<file path="src/rtl/nhc_pkg.sv">
// ----------------------------------------------------------------------------
// nhc_pkg - shared types and constants for the header check and strip block
// Result beat layout, verdict codes, config register map and header constants.
// ----------------------------------------------------------------------------
`default_nettype none

package nhc_pkg;

  // Checksum seed and header test limits
  localparam logic [7:0]  CHK_SEED     = 8'h57;
  localparam logic [7:0]  SKIP_MARK    = 8'hFF;
  localparam logic [7:0]  TS_LOW       = 8'd1;
  localparam logic [7:0]  TS_HIGH      = 8'd49;
  localparam logic [15:0] ADDR_BCAST   = 16'hFFFF;

  // Config reset values
  localparam logic [7:0]  CH_MIN_RST   = 8'd11;
  localparam logic [7:0]  CH_MAX_RST   = 8'd28;

  // Depth of the queue between the front and back halves
  localparam int unsigned QUEUE_DEPTH  = 2;
  localparam int unsigned QUEUE_PTR_W  = $clog2(QUEUE_DEPTH);
  localparam int unsigned QUEUE_CNT_W  = $clog2(QUEUE_DEPTH + 1);

  typedef enum logic [2:0] {
    VERDICT_ACCEPT   = 3'd0,
    VERDICT_SHORT    = 3'd1,
    VERDICT_CHECKSUM = 3'd2,
    VERDICT_VERSION  = 3'd3,
    VERDICT_NETWORK  = 3'd4,
    VERDICT_CHANNEL  = 3'd5,
    VERDICT_TIMESLOT = 3'd6,
    VERDICT_NOT_ADDR = 3'd7
  } verdict_t;

  typedef enum logic {
    KIND_VERDICT = 1'b0,
    KIND_PAYLOAD = 1'b1
  } kind_t;

  typedef enum logic [2:0] {
    REG_NET_ID      = 3'd0,
    REG_NODE_ADDR   = 3'd1,
    REG_PROTO_VER   = 3'd2,
    REG_CHANNEL_MIN = 3'd3,
    REG_CHANNEL_MAX = 3'd4
  } cfg_reg_t;

  typedef struct packed {
    logic [7:0]  net_id;
    logic [15:0] node_address;
    logic [2:0]  protocol_version;
    logic [7:0]  channel_min;
    logic [7:0]  channel_max;
  } nhc_cfg_t;

  typedef struct packed {
    kind_t       kind;
    verdict_t    verdict;
    logic [15:0] dest_addr;
    logic [15:0] src_addr;
    logic [3:0]  packet_type;
    logic [7:0]  src_timeslot;
    logic [7:0]  src_channel;
    logic [7:0]  payload_byte;
    logic        last;
  } nhc_item_t;

endpackage

`default_nettype wire

</file>
<file path="src/rtl/nhc_front.sv">
// ----------------------------------------------------------------------------
// nhc_front - header capture and classification
// Takes frame bytes, captures the header, judges it at the check byte and
// emits verdict and payload beats into the queue.
// ----------------------------------------------------------------------------
`default_nettype none

module nhc_front
  import nhc_pkg::*;
#(
  parameter int unsigned ADDR_BYTES = 2
) (
  input  wire logic      clk,
  input  wire logic      rst,
  input  wire nhc_cfg_t  cfg,
  input  wire logic      in_valid,
  output logic           in_ready,
  input  wire logic [7:0] in_byte,
  input  wire logic      in_end,
  input  wire logic      queue_full,
  output logic           push,
  output nhc_item_t      push_item
);

  localparam int unsigned POS_DST = 2;
  localparam int unsigned POS_SRC = 2 + ADDR_BYTES;
  localparam int unsigned POS_TS  = 2 + 2 * ADDR_BYTES;
  localparam int unsigned POS_CH  = 3 + 2 * ADDR_BYTES;
  localparam int unsigned POS_CHK = 4 + 2 * ADDR_BYTES;
  localparam int unsigned POS_W   = $clog2(POS_CHK + 1);

  typedef enum logic [1:0] {
    MODE_HEADER  = 2'd0,
    MODE_FORWARD = 2'd1,
    MODE_DROP    = 2'd2
  } mode_t;

  mode_t            frame_mode;
  logic [POS_W-1:0] byte_pos;
  logic [7:0]       check_acc;
  logic [7:0]       type_byte;
  logic [7:0]       netid_seen;
  logic [15:0]      dest_seen;
  logic [15:0]      src_seen;
  logic [7:0]       ts_seen;
  logic [7:0]       ch_seen;

  logic     fire;
  logic     at_check;
  logic     skip_radio;
  verdict_t judged;

  assign in_ready = !queue_full;
  assign fire     = in_valid && in_ready;
  assign at_check = (byte_pos == POS_W'(POS_CHK));
  assign skip_radio = (ch_seen == SKIP_MARK) && (ts_seen == SKIP_MARK);

  // First failing test wins
  always_comb begin
    priority if (check_acc != in_byte) begin
      judged = VERDICT_CHECKSUM;
    end else if (type_byte[7:5] != cfg.protocol_version) begin
      judged = VERDICT_VERSION;
    end else if (netid_seen != cfg.net_id) begin
      judged = VERDICT_NETWORK;
    end else if (!skip_radio && (ch_seen < cfg.channel_min || ch_seen > cfg.channel_max)) begin
      judged = VERDICT_CHANNEL;
    end else if (!skip_radio && (ts_seen < TS_LOW || ts_seen > TS_HIGH)) begin
      judged = VERDICT_TIMESLOT;
    end else if (dest_seen != ADDR_BCAST && dest_seen != cfg.node_address) begin
      judged = VERDICT_NOT_ADDR;
    end else begin
      judged = VERDICT_ACCEPT;
    end
  end

  always_comb begin
    push      = 1'b0;
    push_item = '0;
    push_item.last = in_end;
    unique case (frame_mode)
      MODE_FORWARD: begin
        push                   = fire;
        push_item.kind         = KIND_PAYLOAD;
        push_item.payload_byte = in_byte;
      end
      MODE_HEADER: begin
        if (at_check) begin
          push                   = fire;
          push_item.kind         = KIND_VERDICT;
          push_item.verdict      = judged;
          push_item.dest_addr    = dest_seen;
          push_item.src_addr     = src_seen;
          push_item.packet_type  = type_byte[3:0];
          push_item.src_timeslot = ts_seen;
          push_item.src_channel  = ch_seen;
        end else begin
          // frame ended inside the header
          push              = fire && in_end;
          push_item.verdict = VERDICT_SHORT;
        end
      end
      default: begin
        push = 1'b0;
      end
    endcase
  end

  always_ff @(posedge clk) begin
    if (rst || (fire && in_end)) begin
      frame_mode <= MODE_HEADER;
      byte_pos   <= '0;
      check_acc  <= CHK_SEED;
      type_byte  <= '0;
      netid_seen <= '0;
      dest_seen  <= '0;
      src_seen   <= '0;
      ts_seen    <= '0;
      ch_seen    <= '0;
    end else if (fire && frame_mode == MODE_HEADER) begin
      if (at_check) begin
        frame_mode <= (judged == VERDICT_ACCEPT) ? MODE_FORWARD : MODE_DROP;
      end else begin
        check_acc <= check_acc ^ in_byte;
        byte_pos  <= byte_pos + 1'b1;
        // only the two low address bytes are kept
        if (byte_pos == POS_W'(0))           type_byte       <= in_byte;
        if (byte_pos == POS_W'(1))           netid_seen      <= in_byte;
        if (byte_pos == POS_W'(POS_DST))     dest_seen[7:0]  <= in_byte;
        if (byte_pos == POS_W'(POS_DST + 1)) dest_seen[15:8] <= in_byte;
        if (byte_pos == POS_W'(POS_SRC))     src_seen[7:0]   <= in_byte;
        if (byte_pos == POS_W'(POS_SRC + 1)) src_seen[15:8]  <= in_byte;
        if (byte_pos == POS_W'(POS_TS))      ts_seen         <= in_byte;
        if (byte_pos == POS_W'(POS_CH))      ch_seen         <= in_byte;
      end
    end
  end

endmodule

`default_nettype wire

</file>
<file path="src/rtl/nhc_queue.sv">
// ----------------------------------------------------------------------------
// nhc_queue - short beat queue between front and back
// Two-entry register queue; lets either side stall on its own.
// ----------------------------------------------------------------------------
`default_nettype none

module nhc_queue
  import nhc_pkg::*;
(
  input  wire logic      clk,
  input  wire logic      rst,
  input  wire logic      push,
  input  wire nhc_item_t push_item,
  output logic           full,
  input  wire logic      pop,
  output logic           empty,
  output nhc_item_t      head
);

  nhc_item_t              slots [QUEUE_DEPTH];
  logic [QUEUE_PTR_W-1:0] wr_ptr;
  logic [QUEUE_PTR_W-1:0] rd_ptr;
  logic [QUEUE_CNT_W-1:0] count;

  assign full  = (count == QUEUE_CNT_W'(QUEUE_DEPTH));
  assign empty = (count == '0);
  assign head  = slots[rd_ptr];

  always_ff @(posedge clk) begin
    if (push) begin
      slots[wr_ptr] <= push_item;
    end
  end

  always_ff @(posedge clk) begin
    if (rst) begin
      wr_ptr <= '0;
      rd_ptr <= '0;
      count  <= '0;
    end else begin
      if (push) wr_ptr <= wr_ptr + 1'b1;
      if (pop)  rd_ptr <= rd_ptr + 1'b1;
      unique case ({push, pop})
        2'b10:   count <= count + 1'b1;
        2'b01:   count <= count - 1'b1;
        default: count <= count;
      endcase
    end
  end

  a_count_bound: assert property (@(posedge clk) disable iff (rst)
    count <= QUEUE_CNT_W'(QUEUE_DEPTH))
    else $error("queue count above depth");

  a_no_overflow: assert property (@(posedge clk) disable iff (rst)
    push |-> !full)
    else $error("push into full queue");

  a_no_underflow: assert property (@(posedge clk) disable iff (rst)
    pop |-> !empty)
    else $error("pop from empty queue");

  a_count_tracks: assert property (@(posedge clk) disable iff (rst)
    (push && !pop) |=> (count == $past(count) + 1'b1))
    else $error("queue count did not advance on push");

endmodule

`default_nettype wire

</file>
<file path="src/rtl/nhc_back.sv">
// ----------------------------------------------------------------------------
// nhc_back - result beat output stage
// Pulls beats from the queue into the output register and packs the bus.
// ----------------------------------------------------------------------------
`default_nettype none

module nhc_back
  import nhc_pkg::*;
(
  input  wire logic       clk,
  input  wire logic       rst,
  input  wire logic       queue_empty,
  input  wire nhc_item_t  queue_head,
  output logic            pop,
  output logic            out_valid,
  input  wire logic       out_ready,
  output logic [63:0]     out_data,
  output logic            out_user,
  output logic            out_last
);

  nhc_item_t out_item;

  assign pop = !queue_empty && (!out_valid || out_ready);

  always_ff @(posedge clk) begin
    if (rst) begin
      out_valid <= 1'b0;
    end else if (!out_valid || out_ready) begin
      out_valid <= !queue_empty;
    end
  end

  always_ff @(posedge clk) begin
    if (pop) begin
      out_item <= queue_head;
    end
  end

  assign out_data = {1'b0,
                     out_item.payload_byte,
                     out_item.src_channel,
                     out_item.src_timeslot,
                     out_item.packet_type,
                     out_item.src_addr,
                     out_item.dest_addr,
                     out_item.verdict};
  assign out_user = out_item.kind;
  assign out_last = out_item.last;

endmodule

`default_nettype wire

</file>
<file path="src/rtl/net_header_check_and_strip_top.sv">
// ----------------------------------------------------------------------------
// net_header_check_and_strip_top - network header check and payload strip
// An accepted beat is written into a queue slot, then loaded into the output register that drives the master side.
// Throughput: one beat per cycle sustained while the queue is not full, limited by the single byte lane.
// A two-entry queue plus the output register absorb master-side stalls.
// Reset (rst, synchronous): config to defaults, queue empty, parser in header.
// ----------------------------------------------------------------------------
`default_nettype none

module net_header_check_and_strip_top
  import nhc_pkg::*;
#(
  parameter int unsigned ADDR_BYTES = 2   // address width in header bytes, 2..4
) (
  input  wire logic        clk,
  input  wire logic        rst,
  // frame byte input
  input  wire logic        s_axis_tvalid,
  output logic             s_axis_tready,
  input  wire logic [7:0]  s_axis_tdata,   // [7:0] rx_byte
  input  wire logic        s_axis_tlast,   // frame_end
  // result output
  output logic             m_axis_tvalid,
  input  wire logic        m_axis_tready,
  // [2:0] verdict, [18:3] dest_addr, [34:19] src_addr, [38:35] packet_type,
  // [46:39] src_timeslot, [54:47] src_channel, [62:55] payload_byte, [63] zero
  output logic [63:0]      m_axis_tdata,
  output logic             m_axis_tuser,   // kind
  output logic             m_axis_tlast,   // last
  // config write channel
  input  wire logic        cfg_valid,
  output logic             cfg_ready,
  input  wire logic [2:0]  cfg_index,
  input  wire logic [15:0] cfg_data
);

  nhc_cfg_t  cfg;
  logic      q_full;
  logic      q_empty;
  logic      q_push;
  logic      q_pop;
  nhc_item_t q_in;
  nhc_item_t q_head;

  // Config registers; writes always accepted, unknown indexes ignored
  assign cfg_ready = 1'b1;

  always_ff @(posedge clk) begin
    if (rst) begin
      cfg.net_id           <= '0;
      cfg.node_address     <= '0;
      cfg.protocol_version <= '0;
      cfg.channel_min      <= CH_MIN_RST;
      cfg.channel_max      <= CH_MAX_RST;
    end else if (cfg_valid && cfg_ready) begin
      unique case (cfg_index)
        REG_NET_ID:      cfg.net_id           <= cfg_data[7:0];
        REG_NODE_ADDR:   cfg.node_address     <= cfg_data;
        REG_PROTO_VER:   cfg.protocol_version <= cfg_data[2:0];
        REG_CHANNEL_MIN: cfg.channel_min      <= cfg_data[7:0];
        REG_CHANNEL_MAX: cfg.channel_max      <= cfg_data[7:0];
        default:         cfg                  <= cfg;
      endcase
    end
  end

  // Front: header capture, checksum, verdict, payload pass/drop
  nhc_front #(
    .ADDR_BYTES (ADDR_BYTES)
  ) u_front (
    .clk        (clk),
    .rst        (rst),
    .cfg        (cfg),
    .in_valid   (s_axis_tvalid),
    .in_ready   (s_axis_tready),
    .in_byte    (s_axis_tdata),
    .in_end     (s_axis_tlast),
    .queue_full (q_full),
    .push       (q_push),
    .push_item  (q_in)
  );

  // Decoupling queue
  nhc_queue u_queue (
    .clk       (clk),
    .rst       (rst),
    .push      (q_push),
    .push_item (q_in),
    .full      (q_full),
    .pop       (q_pop),
    .empty     (q_empty),
    .head      (q_head)
  );

  // Back: output register and bus packing
  nhc_back u_back (
    .clk         (clk),
    .rst         (rst),
    .queue_empty (q_empty),
    .queue_head  (q_head),
    .pop         (q_pop),
    .out_valid   (m_axis_tvalid),
    .out_ready   (m_axis_tready),
    .out_data    (m_axis_tdata),
    .out_user    (m_axis_tuser),
    .out_last    (m_axis_tlast)
  );

endmodule

`default_nettype wire

</file>
<file path="config.mk">
export PLATFORM = sky130hd
export DESIGN_NAME = net_header_check_and_strip_top
export DESIGN_NICKNAME = d
export VERILOG_FILES = /design/src/rtl/nhc_pkg.sv /design/src/rtl/nhc_front.sv /design/src/rtl/nhc_queue.sv /design/src/rtl/nhc_back.sv /design/src/rtl/net_header_check_and_strip_top.sv
export SDC_FILE = /design/constraint.sdc
export NUM_CORES = 1
export LEC_CHECK = 0
export BUFFER_PORTS_ARGS = -buffer_cell sky130_fd_sc_hd__buf_2
export CORE_ASPECT_RATIO = 1.5
export CORE_MARGIN = 2
export CORE_UTILIZATION = 60
export CTS_CLUSTER_SIZE = 28
export DETAILED_ROUTE_END_ITERATION = 16
export HOLD_SLACK_MARGIN = 0.12
export PLACE_DENSITY = 0.84
export SLEW_MARGIN = 10
export SYNTH_ARGS = -nofsm -noshare
export SYNTH_HDL_FRONTEND = slang
export SYNTH_HIERARCHICAL = 1
export SYNTH_SLANG_ARGS = --single-unit
</file>
<file path="constraint.sdc">
create_clock -name clk -period 7 [get_ports clk]
set_input_delay 0 -clock clk [delete_from_list [all_inputs] [get_ports clk]]
set_output_delay 0 -clock clk [all_outputs]
set_load 0.02 [all_outputs]
</file>
==> results of run 1 <==
power groups by stage:
stage | Sequential (mW) | Combinational [mW] | Clock, mW
6_report | 2.39 | 0.878 | 1.65
3_5_place_dp | 2.43 | 0.864 | 0
2_1_floorplan | 2.65 | 0.386 | 0
3_3_place_gp | 2.42 | 0.848 | 0
5_1_grt | 2.42 | 0.938 | 1.75
4_1_cts | 2.39 | 0.894 | 1.67
stage by stage:
step / area (sq um) / hold slack (ns) / utilization / power (mW)
6_report: 15100 / 0.275 / 0.699 / 4.92
5_1_grt: 15100 / 0.284 / 0.699 / 5.10
4_1_cts: 15100 / 0.256 / 0.699 / 4.96
3_5_place_dp: 13700 / 0.270 / 0.635 / 3.30
3_3_place_gp: 13700 / 0.265 / 0.635 / 3.27
2_1_floorplan: 13200 / 0.0624 / - / 3.04
registers in the layout (all words and copies together), names as in the netlist, named ones only:
name                count
u_queue/rd_ptr          1
u_back/out_last         1
u_front/ch_seen         8
u_back/out_valid        1
u_queue/wr_ptr          1
u_front/src_seen       16
u_front/type_byte       7
u_queue/slots         130
u_front/dest_seen      16
u_front/check_acc       8
cfg                    43
u_back/out_data        63
u_front/frame_mode      2
u_front/byte_pos        4
u_front/netid_seen      8
u_queue/count           2
u_back/out_user         1
u_front/ts_seen         8
layout make-up:
| class | count | area, sq um |
|---|---|---|
| tap | 272 | 340 |
| multi-input combinational | 568 | 4390 |
| timing repair buffer | 146 | 948 |
| inverter | 20 | 75.1 |
| clock inverter | 16 | 231 |
| sequential | 321 | 8380 |
| clock buffer | 36 | 772 |
| fill | 1483 | 6500 |
placed cells by master, fill, tap and decap left out, types with 6 or more instances in the layout:
master         synthesis  routed
edfxtp_1             195     195
dfxtp_1              126     125
mux2i_1              107     107
buf_2                  6      99
nor2_1                90      89
mux2_2                65      65
and2_1                62      61
nand2b_1              53      53
dlygate4sd3_1          0      40
clkbuf_16              0      29
xnor2_1               28      28
inv_1                 20      20
ha_1                  20      20
xor2_1                17      17
nand4_1               17      17
a21oi_1               14      14
nand2_1               12      12
o21ai_0               10      10
buf_4                 11       7
and3_1                 7       7
bufinv_16              0       6
nor3_1                 6       6
worst min-delay path: stages:
cell and delay (ns):
dlygate4sd3_1 0.53, buf_2 0.12, nand2b_1 0.05, mux2i_1 0.06
per-layer routing:
metal  share of wire  global-route usage  up-vias
li1                -                   -     3643
met1            0.39               0.256     3692
met2            0.53               0.393      217
met3           0.044              0.0260       66
met4           0.039              0.0982        0
met5               0                   0        -
worst min path at each step:
stage / startpoint / to / slack (ns) / cells past startpoint
4_1_cts: cfg_data[13] / cfg[32]$_SDFFE_PP0P_ / 0.26 / 4
6_report: cfg_data[13] / cfg[32]$_SDFFE_PP0P_ / 0.28 / 4
2_1_floorplan: rst / u_back/out_valid$_SDFFE_PP0P_ / 0.06 / 1
3_3_place_gp: cfg_data[13] / cfg[32]$_SDFFE_PP0P_ / 0.26 / 3
5_1_grt: cfg_data[13] / cfg[32]$_SDFFE_PP0P_ / 0.28 / 4
3_5_place_dp: cfg_data[12] / cfg[31]$_SDFFE_PP0P_ / 0.27 / 3
kinds of logic (layout without fill, tap and decap cells):
family,after synthesis,after routing,synth area share
and+or+nand+nor,289,289,0.128
muxes,172,172,0.137
other,2,2,0.000571
AOI/OAI and AO/OA,40,40,0.0183
xor gates and xnor gates,45,45,0.0300
buffers and inverters,71,218,0.0302
DFF,321,321,0.637
adders and majority gates,20,20,0.0190
timing repair:
item / 4_1_cts / 5_1_grt
hold endpoints to repair: 143 / 0
endpoints found under the setup margin: 0 / 0
resized for setup: 0 / 0
hold buffers: 40 / 0
Yosys cell counts (all sizes together), types with 6 or more instances:
| cell | n |
|---|---|
| a21oi | 15 |
| and2 | 65 |
| and3 | 7 |
| buf | 22 |
| clkbuf | 29 |
| dfxtp | 126 |
| edfxtp | 195 |
| ha | 20 |
| inv | 20 |
| mux2 | 65 |
| mux2i | 107 |
| nand2 | 12 |
| nand2b | 55 |
| nand3 | 7 |
| nand4 | 17 |
| nor2 | 91 |
| nor3 | 6 |
| nor4 | 6 |
| o21ai | 11 |
| xnor2 | 28 |
| xor2 | 17 |
==> run_summary.xml, run 1 <==
<?xml version="1.0" encoding="UTF-8"?>
<metrics>
  <group name="global_route">
    <metric name="global_route_wire_length_before_repair" unit="microns">39700</metric>
    <metric name="antenna_found_initial" unit="">0</metric>
    <metric name="grt_util_all_layers" unit="">0.216</metric>
    <metric name="grt_max_degree" unit="">73</metric>
    <metric name="gr-total-overflow" unit="">0</metric>
    <metric name="first_global_vias" unit="">7632</metric>
  </group>
  <group name="synthesis">
    <metric name="synth_largest_area_cell" unit="">edfxtp_1</metric>
    <metric name="syn_area" unit="sq um">13200</metric>
    <metric name="postSynthRegisterBits" unit="">321</metric>
    <metric name="yosysSeqAreaShare" unit="">0.637</metric>
    <metric name="synth.area.top_cells" unit="">edfxtp_1 (45%), dfxtp_1 (19%), mux2i_1 (8.1%), mux2_2 (5.6%), and2_1 (2.9%)</metric>
    <metric name="asyncSetResetFlopFracSynth" unit="">0</metric>
    <metric name="synth_nets" unit="">1013</metric>
    <metric name="avg_inst_size_synth" unit="sq um">13.7</metric>
    <metric name="synth_top_flop_cell" unit="">edfxtp_1</metric>
    <metric name="synthDistinctLibCells" unit="">60</metric>
    <metric name="synth_warnings" unit="">6</metric>
    <metric name="synth_enable_flop_cells" unit="">195</metric>
    <metric name="synthDominantCellAreaShare" unit="">0.445</metric>
    <metric name="synthCells" unit="">960</metric>
  </group>
  <group name="pwr">
    <metric name="power.static_leakage" unit="nW">5.89</metric>
    <metric name="ir_worst_vdd" unit="uV">213</metric>
    <metric name="netSwitchingPower" unit="mW">1.29</metric>
    <metric name="sequentialPowerShare" unit="">0.486</metric>
    <metric name="share_comb_of_total_power" unit="">0.179</metric>
    <metric name="p_sw_frac" unit="">0.262</metric>
    <metric name="pwr_density_cell" unit="nW/um^2">325</metric>
    <metric name="power_frac_clock" unit="">0.336</metric>
    <metric name="internal-power" unit="mW">3.63</metric>
  </group>
  <group name="sta">
    <metric name="total_count_of_max_transition_violations_in_the_final_report" unit="">0</metric>
    <metric name="max_freq" unit="GHz">0.369</metric>
    <metric name="final_critical_path_setup_slack" unit="ns">4.29</metric>
    <metric name="worst_slew_pin_slew" unit="ns">0.954</metric>
    <metric name="timing.final.crit_period" unit="ns">2.71</metric>
    <metric name="finalHoldViolations" unit="">0</metric>
    <metric name="skew" unit="ns">0.00970</metric>
    <metric name="final-setup-viol-count" unit="">0</metric>
    <metric name="period_share" unit="">0.387</metric>
    <metric name="max_slew_margin" unit="">0.364</metric>
    <metric name="finalSetupTns" unit="ns">0</metric>
    <metric name="rsz0062_at_grt" unit="">false</metric>
  </group>
  <group name="critical_path">
    <metric name="worstSetupStartpoint" unit="">u_front/byte_pos[0]$_SDFFE_PP0P_</metric>
    <metric name="cpLargestDelayFamily" unit="">buffers and inverters</metric>
    <metric name="critPathArrivalTime" unit="ns">2.87</metric>
    <metric name="ff2ff_path_depth" unit="">8</metric>
    <metric name="critical_path_endpoint_category" unit="">register</metric>
    <metric name="critical_path.startpoint_type" unit="">register</metric>
    <metric name="timing_worst_setup_path_type" unit="">reg2reg</metric>
    <metric name="cp_num_cells" unit="">8</metric>
    <metric name="timing.critical_path.fanout_max" unit="">65</metric>
    <metric name="crit_path_cell_trace" unit="">inv_1 -&gt; ha_1 -&gt; and3b_2 -&gt; nor3_1 -&gt; nor3_1 -&gt; inv_1 -&gt; nor2_4 -&gt; buf_4</metric>
    <metric name="rr_startpoint" unit="">u_front/byte_pos[0]$_SDFFE_PP0P_</metric>
    <metric name="endpoint_of_the_lowest_slack_register_to_register_path" unit="">u_queue/slots[0][10]$_DFFE_PP_</metric>
    <metric name="cp_slowest_cell" unit="">buf_4</metric>
    <metric name="buffers_plus_inverters_on_the_worst_setup_path" unit="">3</metric>
    <metric name="maximum_cell_stage_delay_along_the_critical_path" unit="ns">0.70</metric>
    <metric name="endpoint" unit="">u_queue/slots[0][10]$_DFFE_PP_</metric>
    <metric name="timing.reg2reg.setup_slack" unit="ns">4.29</metric>
    <metric name="crit_required" unit="ns">7.16</metric>
  </group>
  <group name="clock_tree">
    <metric name="clk_pin_slew" unit="ns">0.06</metric>
    <metric name="cts_max_path_buffers" unit="">3</metric>
    <metric name="cts-htree-levels" unit="">1</metric>
    <metric name="numClockSinks" unit="">321</metric>
    <metric name="clock_latency" unit="ns">0.53</metric>
    <metric name="clk_root_buffer_cell" unit="">clkbuf_16</metric>
    <metric name="tritoncts.num_buffers" unit="">28</metric>
    <metric name="cts_tree" unit="">yes</metric>
    <metric name="post-cts-setup-buffer-count" unit="">0</metric>
  </group>
  <group name="floorplanning">
    <metric name="fp.dieW" unit="microns">125</metric>
    <metric name="core_area" unit="sq um">21600</metric>
    <metric name="num_rows" unit="">66</metric>
    <metric name="fp.dieArea" unit="sq um">23100</metric>
    <metric name="die_h" unit="microns">185</metric>
    <metric name="initial_core_utilization" unit="">0.608</metric>
    <metric name="ioPinCount" unit="">102</metric>
  </group>
  <group name="routing">
    <metric name="drtIter0Drc" unit="">518</metric>
    <metric name="drtPass1Iterations" unit="">5</metric>
    <metric name="wl_per_instance" unit="microns">18.2</metric>
    <metric name="routed-via-count" unit="">7618</metric>
    <metric name="final_antenna_net_count" unit="">0</metric>
    <metric name="detail_route.wirelength" unit="microns">25100</metric>
    <metric name="count_of_unresolved_drc_violations_after_routing" unit="">0</metric>
    <metric name="avgViaCountPerCell" unit="">5.52</metric>
  </group>
  <group name="finish">
    <metric name="n_antenna_cell" unit="">0</metric>
    <metric name="finish.cell_count_without_fillers" unit="">1379</metric>
    <metric name="final_layout_size_suffix_gt1_frac" unit="">0.214</metric>
    <metric name="synthToLayoutAreaGrowth" unit="%">15.1</metric>
    <metric name="nNetsFinal" unit="">1138</metric>
  </group>
  <group name="placement">
    <metric name="placement.setup.worst_slack" unit="ns">4.29</metric>
    <metric name="cell_count_post_placement" unit="">1287</metric>
    <metric name="dp_hpwl" unit="microns">15800</metric>
    <metric name="place.port_buffers" unit="">99</metric>
    <metric name="gp_routability_congestion" unit="">0.861</metric>
  </group>
  <group name="run_status">
    <metric name="outcome" unit="">complete, no violations</metric>
  </group>
  <group name="min_path">
    <metric name="timing.hold.worst.class" unit="">in2reg</metric>
  </group>
  <group name="flow_run">
    <metric name="cap_violations" unit="">0</metric>
  </group>
</metrics>
Power figures use the tool's default switching activity.
==> run 2: changes to the inputs <==
==> constraint.sdc (replaced) <==
create_clock -name clk -period 2.55 [get_ports clk]
set_input_delay 0 -clock clk [delete_from_list [all_inputs] [get_ports clk]]
set_output_delay 0 -clock clk [all_outputs]
set_load 0.02 [all_outputs]
==> run_summary.xml, run 2 (synthesis results as in run 1) <==
<?xml version="1.0" encoding="UTF-8"?>
<metrics>
  <group name="global_route">
    <metric name="global_route_wire_length_before_repair" unit="microns">40600</metric>
    <metric name="antenna_found_initial" unit="">0</metric>
    <metric name="gr-total-overflow" unit="">0</metric>
    <metric name="first_global_vias" unit="">7734</metric>
    <metric name="grt_max_degree" unit="">67</metric>
    <metric name="grt_util_all_layers" unit="">0.222</metric>
  </group>
  <group name="flow_run">
    <metric name="cap_violations" unit="">0</metric>
  </group>
  <group name="sta">
    <metric name="period_share" unit="">0.907</metric>
    <metric name="worst_slew_pin_slew" unit="ns">0.897</metric>
    <metric name="final.hold.worst_slack" unit="ns">0.236</metric>
    <metric name="total_count_of_max_transition_violations_in_the_final_report" unit="">0</metric>
    <metric name="finalHoldViolations" unit="">0</metric>
    <metric name="rsz0062_at_grt" unit="">false</metric>
    <metric name="skew" unit="ns">0.00708</metric>
    <metric name="final-setup-viol-count" unit="">0</metric>
    <metric name="max_freq" unit="GHz">0.432</metric>
    <metric name="timing.final.crit_period" unit="ns">2.31</metric>
    <metric name="max_slew_margin" unit="">0.402</metric>
  </group>
  <group name="clock_tree">
    <metric name="clk_pin_slew" unit="ns">0.07</metric>
    <metric name="cts_tree" unit="">yes</metric>
    <metric name="numClockSinks" unit="">321</metric>
    <metric name="clock_latency" unit="ns">0.53</metric>
    <metric name="cts_max_path_buffers" unit="">3</metric>
    <metric name="cts-htree-levels" unit="">1</metric>
    <metric name="post-cts-setup-buffer-count" unit="">0</metric>
    <metric name="clk_root_buffer_cell" unit="">clkbuf_16</metric>
    <metric name="tritoncts.num_buffers" unit="">28</metric>
  </group>
  <group name="floorplanning">
    <metric name="num_rows" unit="">66</metric>
    <metric name="fp.dieW" unit="microns">125</metric>
    <metric name="ioPinCount" unit="">102</metric>
    <metric name="core_area" unit="sq um">21600</metric>
    <metric name="fp.dieArea" unit="sq um">23100</metric>
    <metric name="die_h" unit="microns">185</metric>
    <metric name="initial_core_utilization" unit="">0.608</metric>
  </group>
  <group name="pwr">
    <metric name="power.static_leakage" unit="nW">5.92</metric>
    <metric name="pwr_density_cell" unit="nW/um^2">865</metric>
    <metric name="ir_worst_vdd" unit="uV">513</metric>
  </group>
  <group name="min_path">
    <metric name="min_delay_path_depth" unit="">6</metric>
    <metric name="timing.hold.worst.class" unit="">in2reg</metric>
    <metric name="hold-path-endpoint" unit="">u_queue/count[0]$_SDFFE_PP0P_</metric>
    <metric name="min_from" unit="">m_axis_tready</metric>
  </group>
  <group name="routing">
    <metric name="final_antenna_net_count" unit="">0</metric>
    <metric name="drtIter0Drc" unit="">613</metric>
    <metric name="detail_route.wirelength" unit="microns">26100</metric>
    <metric name="drtPass1Iterations" unit="">5</metric>
    <metric name="routed-via-count" unit="">7710</metric>
    <metric name="avgViaCountPerCell" unit="">5.56</metric>
    <metric name="wl_per_instance" unit="microns">18.8</metric>
    <metric name="count_of_unresolved_drc_violations_after_routing" unit="">0</metric>
  </group>
  <group name="finish">
    <metric name="layout.cells.most_common" unit="">edfxtp_1</metric>
    <metric name="final_cell_mix" unit="">edfxtp_1 (195), dfxtp_1 (123), mux2i_1 (107)</metric>
    <metric name="largest-register" unit="">u_queue/slots</metric>
    <metric name="final_layout_size_suffix_gt1_frac" unit="">0.229</metric>
    <metric name="flip_flop_count_of_the_largest_register_all_copies_and_words_added" unit="">130</metric>
    <metric name="layout.core_utilization" unit="">0.702</metric>
    <metric name="nNetsFinal" unit="">1145</metric>
    <metric name="fillers" unit="">1455</metric>
    <metric name="synthToLayoutAreaGrowth" unit="%">15.5</metric>
    <metric name="n_antenna_cell" unit="">0</metric>
  </group>
  <group name="critical_path">
    <metric name="timing_worst_setup_path_type" unit="">reg2reg</metric>
    <metric name="timing.critical_path.fanout_max" unit="">5</metric>
    <metric name="critical_path_endpoint_category" unit="">register</metric>
    <metric name="rr_startpoint" unit="">u_front/ch_seen[1]$_SDFFE_PP0P_</metric>
    <metric name="ff2ff_path_depth" unit="">7</metric>
    <metric name="timing.reg2reg.setup_slack" unit="ns">0.24</metric>
    <metric name="crit_required" unit="ns">2.83</metric>
    <metric name="maximum_cell_stage_delay_along_the_critical_path" unit="ns">0.48</metric>
    <metric name="cp_slowest_cell" unit="">o31ai_1</metric>
    <metric name="endpoint_of_the_lowest_slack_register_to_register_path" unit="">u_queue/slots[1][63]$_DFFE_PP_</metric>
    <metric name="crit_path_cell_trace" unit="">ha_1 -&gt; nor2b_1 -&gt; o211ai_1 -&gt; a211oi_1 -&gt; o31ai_1 -&gt; nand3_1 -&gt; and3_1</metric>
    <metric name="critical_path.startpoint_type" unit="">register</metric>
    <metric name="critPathArrivalTime" unit="ns">2.59</metric>
  </group>
  <group name="placement">
    <metric name="place.port_buffers" unit="">99</metric>
    <metric name="dp_hpwl" unit="microns">17000</metric>
    <metric name="gp_routability_congestion" unit="">0.903</metric>
  </group>
  <group name="run_status">
    <metric name="outcome" unit="">complete, no violations</metric>
  </group>
</metrics>
## run 2: what timing repair did
item	4_1_cts	5_1_grt
hold buffers	37	0
endpoints found under the hold margin	139	0
resized for setup	0	0
## run 2: metal layers
| layer | vias up | track usage | routed length [microns] | share of wire |
|---|---|---|---|---|
| met2 | 219 | 0.417 | 14200 | 0.54 |
| met3 | 48 | 0.0274 | 1030 | 0.039 |
| met5 | - | 0 | 0 | 0 |
| li1 | 3666 | - | - | - |
| met4 | 0 | 0.0787 | 699 | 0.027 |
| met1 | 3777 | 0.262 | 10200 | 0.39 |
## run 2: how the worst max path moves through the flow
| stage | cells past startpoint | endpoint | from | slack, ns |
|---|---|---|---|---|
| final | 7 | u_queue/slots[1][63]$_DFFE_PP_ | u_front/ch_seen[1]$_SDFFE_PP0P_ | 0.24 |
| after global routing | 9 | u_queue/count[1]$_SDFFE_PP0P_ | u_front/byte_pos[1]$_SDFFE_PP0P_ | 0.14 |
| after CTS | 7 | u_queue/slots[0][63]$_DFFE_PP_ | u_front/ch_seen[1]$_SDFFE_PP0P_ | 0.27 |
| after detailed placement | 7 | u_queue/slots[1][63]$_DFFE_PP_ | u_front/ch_seen[1]$_SDFFE_PP0P_ | 0.30 |
| after global placement | 8 | u_queue/slots[0][63]$_DFFE_PP_ | cfg[1]$_SDFFE_PP0P_ | 0.41 |
| after floorplan | 7 | u_queue/slots[0][0]$_DFFE_PP_ | u_front/byte_pos[1]$_SDFFE_PP0P_ | -0.02 |
## run 2: critical path, delay by kind of cell (launching register included)
family / cells / cell delay, ns
AO/OA/AOI/OAI: 3 / 0.79
adder cells (fa/ha/maj): 1 / 0.28
flip-flops: 1 / 0.43
AND/OR/NAND/NOR: 3 / 0.55
## run 2: through the flow
stage	instances	area, sq um	worst slack (ns)	total power, mW	setup TNS, ns
CTS	1386	15200	0.273	13.2	0
global route	1386	15200	0.141	13.7	0
detailed placement	1297	13900	0.304	9.14	0
finish	1386	15200	0.237	13.1	0
global placement	1297	13900	0.406	9.06	0
floorplan	960	13200	-0.0224	8.34	-1.46
## run 2: power by group
group / internal [mW] / switching, mW / leakage [nW]
combinational: 0.921 / 1.53 / 2.59
clock: 2.32 / 1.76 / 0.451
sequential: 6.35 / 0.259 / 2.88
total: 9.59 / 3.54 / 5.92
## run 2: final cells by class
class	count	area [sq um]	area share
inverter	20	75.1	0.00494
clock inverter	11	57.6	0.00379
sequential	321	8380	0.552
multi-input combinational	568	4410	0.290
timing repair buffer	153	1070	0.0704
clock buffer	41	852	0.0561
tap	272	340	0.0224
==> run 3: changes to the inputs <==
--- a/config.mk
+++ b/config.mk
@@ -5,7 +5,7 @@
 export SDC_FILE = /design/constraint.sdc
 export NUM_CORES = 1
 export LEC_CHECK = 0
-export BUFFER_PORTS_ARGS = -buffer_cell sky130_fd_sc_hd__buf_2
+export BUFFER_PORTS_ARGS = -buffer_cell sky130_fd_sc_hd__buf_4
 export CORE_ASPECT_RATIO = 1.5
 export CORE_MARGIN = 2
 export CORE_UTILIZATION = 60
==> run_summary.xml, run 3 (synthesis results as in run 1) <==
<?xml version="1.0" encoding="UTF-8"?>
<metrics>
  <group name="run_status">
    <metric name="outcome" unit="">complete, no violations</metric>
  </group>
  <group name="sta">
    <metric name="finalHoldViolations" unit="">0</metric>
    <metric name="timing.final.crit_period" unit="ns">2.25</metric>
    <metric name="period_share" unit="">0.884</metric>
    <metric name="max_freq" unit="GHz">0.443</metric>
    <metric name="final_critical_path_setup_slack" unit="ns">0.295</metric>
    <metric name="final-setup-viol-count" unit="">0</metric>
    <metric name="max_slew_margin" unit="">0.421</metric>
    <metric name="finalSetupTns" unit="ns">0</metric>
    <metric name="rsz0062_at_grt" unit="">false</metric>
    <metric name="skew" unit="ns">0.0230</metric>
    <metric name="worst_slew_pin_slew" unit="ns">0.868</metric>
    <metric name="total_count_of_max_transition_violations_in_the_final_report" unit="">0</metric>
  </group>
  <group name="clock_tree">
    <metric name="clk_root_buffer_cell" unit="">clkbuf_16</metric>
    <metric name="clk_pin_slew" unit="ns">0.06</metric>
    <metric name="post-cts-setup-buffer-count" unit="">0</metric>
    <metric name="cts-htree-levels" unit="">1</metric>
    <metric name="cts.hold.buffers_added" unit="">43</metric>
    <metric name="ctsResizeCount" unit="">0</metric>
    <metric name="tritoncts.num_buffers" unit="">27</metric>
    <metric name="cts_max_path_buffers" unit="">3</metric>
    <metric name="numClockSinks" unit="">321</metric>
    <metric name="clock_latency" unit="ns">0.54</metric>
    <metric name="cts_tree" unit="">yes</metric>
  </group>
  <group name="placement">
    <metric name="placedInstanceArea" unit="sq um">14100</metric>
    <metric name="placement.setup.worst_slack" unit="ns">0.286</metric>
    <metric name="gp_routability_congestion" unit="">0.887</metric>
    <metric name="cell_count_post_placement" unit="">1293</metric>
    <metric name="place.port_buffers" unit="">99</metric>
    <metric name="dp_hpwl" unit="microns">16800</metric>
  </group>
  <group name="critical_path">
    <metric name="timing_worst_setup_path_type" unit="">reg2reg</metric>
    <metric name="critical_path.startpoint_type" unit="">register</metric>
    <metric name="timing.critical_path.fanout_max" unit="">5</metric>
    <metric name="critPathArrivalTime" unit="ns">2.54</metric>
    <metric name="ff2ff_path_depth" unit="">7</metric>
    <metric name="crit_required" unit="ns">2.84</metric>
    <metric name="critical_path_endpoint_category" unit="">register</metric>
  </group>
  <group name="finish">
    <metric name="multi_input_comb_area" unit="sq um">4410</metric>
    <metric name="n_antenna_cell" unit="">0</metric>
    <metric name="final_cell_mix" unit="">edfxtp_1 (195), dfxtp_1 (123), buf_4 (108)</metric>
    <metric name="final_layout_size_suffix_gt1_frac" unit="">0.218</metric>
    <metric name="finish.cell_count_without_fillers" unit="">1386</metric>
    <metric name="final_area" unit="sq um">15300</metric>
    <metric name="synthToLayoutAreaGrowth" unit="%">16.7</metric>
    <metric name="fillers" unit="">1430</metric>
    <metric name="layout.cells.most_common" unit="">edfxtp_1</metric>
    <metric name="nNetsFinal" unit="">1146</metric>
    <metric name="flip_flop_count_of_the_largest_register_all_copies_and_words_added" unit="">130</metric>
    <metric name="area.sequential" unit="sq um">8380</metric>
    <metric name="largest-register" unit="">u_queue/slots</metric>
  </group>
  <group name="floorplanning">
    <metric name="fp.dieW" unit="microns">125</metric>
    <metric name="fp.dieArea" unit="sq um">23100</metric>
    <metric name="initial_core_utilization" unit="">0.608</metric>
    <metric name="die_h" unit="microns">185</metric>
    <metric name="ioPinCount" unit="">102</metric>
    <metric name="core_area" unit="sq um">21600</metric>
    <metric name="num_rows" unit="">66</metric>
  </group>
  <group name="flow_run">
    <metric name="cap_violations" unit="">0</metric>
  </group>
  <group name="routing">
    <metric name="drtIter0Drc" unit="">392</metric>
    <metric name="drtPass1Iterations" unit="">5</metric>
    <metric name="wl_per_instance" unit="microns">18.7</metric>
    <metric name="avgViaCountPerCell" unit="">5.59</metric>
    <metric name="final_antenna_net_count" unit="">0</metric>
    <metric name="routed-via-count" unit="">7741</metric>
    <metric name="count_of_unresolved_drc_violations_after_routing" unit="">0</metric>
    <metric name="detail_route.wirelength" unit="microns">25900</metric>
  </group>
  <group name="global_route">
    <metric name="gr-total-overflow" unit="">0</metric>
    <metric name="grt_util_all_layers" unit="">0.221</metric>
    <metric name="antenna_found_initial" unit="">0</metric>
    <metric name="first_global_vias" unit="">7850</metric>
    <metric name="grt_max_degree" unit="">73</metric>
    <metric name="global_route_wire_length_before_repair" unit="microns">40700</metric>
  </group>
  <group name="pwr">
    <metric name="ir_worst_vdd" unit="uV">582</metric>
    <metric name="power.static_leakage" unit="nW">5.96</metric>
    <metric name="pwr_density_cell" unit="nW/um^2">856</metric>
    <metric name="power" unit="mW">13.1</metric>
  </group>
  <group name="min_path">
    <metric name="timing.hold.worst.class" unit="">in2reg</metric>
    <metric name="min_delay_path_depth" unit="">2</metric>
  </group>
</metrics>
-- run 3: layer usage --
layer / track usage / vias to the layer above / routed length (microns)
met5: 0 / - / 0
met4: 0.0836 / 0 / 844
met3: 0.0269 / 59 / 1310
met2: 0.420 / 251 / 13900
met1: 0.255 / 3770 / 9850
li1: - / 3661 / -
-- run 3: metrics by stage --
stage / hold WS, ns / utilization
global route: 0.270 / 0.709
floorplan: 0.0624 / -
finish: 0.265 / 0.709
global placement: 0.256 / 0.652
detailed placement: 0.255 / 0.652
CTS: 0.259 / 0.709
-- run 3: report_power, final --
part	leakage [nW]	internal, mW	switching (mW)	total (mW)
logic	2.68	1.16	1.53	2.68
clock network	0.404	2.10	1.71	3.81
registers	2.88	6.36	0.282	6.64
total	5.96	9.62	3.51	13.1
-- run 3: layout make-up --
| class | count | share of cell area |
|---|---|---|
| clock buffer | 45 | 0.0514 |
| clock inverter | 5 | 0.00171 |
| inverter | 20 | 0.00489 |
| multi-input combinational | 568 | 0.287 |
| sequential | 321 | 0.546 |
| tap | 272 | 0.0222 |
| timing repair buffer | 155 | 0.0861 |
-- run 3: final timing paths --
| check | from | end | slack [ns] |
|---|---|---|---|
| setup / recovery | u_front/ch_seen[7]$_SDFFE_PP0P_ | u_queue/slots[0][63]$_DFFE_PP_ | 0.30 |
| hold / removal | s_axis_tlast | u_queue/slots[0][0]$_DFFE_PP_ | 0.27 |
| setup reg to reg | u_front/ch_seen[7]$_SDFFE_PP0P_ | u_queue/slots[0][63]$_DFFE_PP_ | 0.30 |
| hold reg to reg | cfg[13]$_SDFFE_PP0P_ | cfg[13]$_SDFFE_PP0P_ | 0.48 |
-- run 3: critical path, cell delays in order, from the launching register on --
cell	delay (ns)
dfxtp_1	0.36
ha_1	0.32
nand2_1	0.10
nor3_1	0.27
a21oi_1	0.11
o31ai_1	0.46
nand3_1	0.16
and3_1	0.22
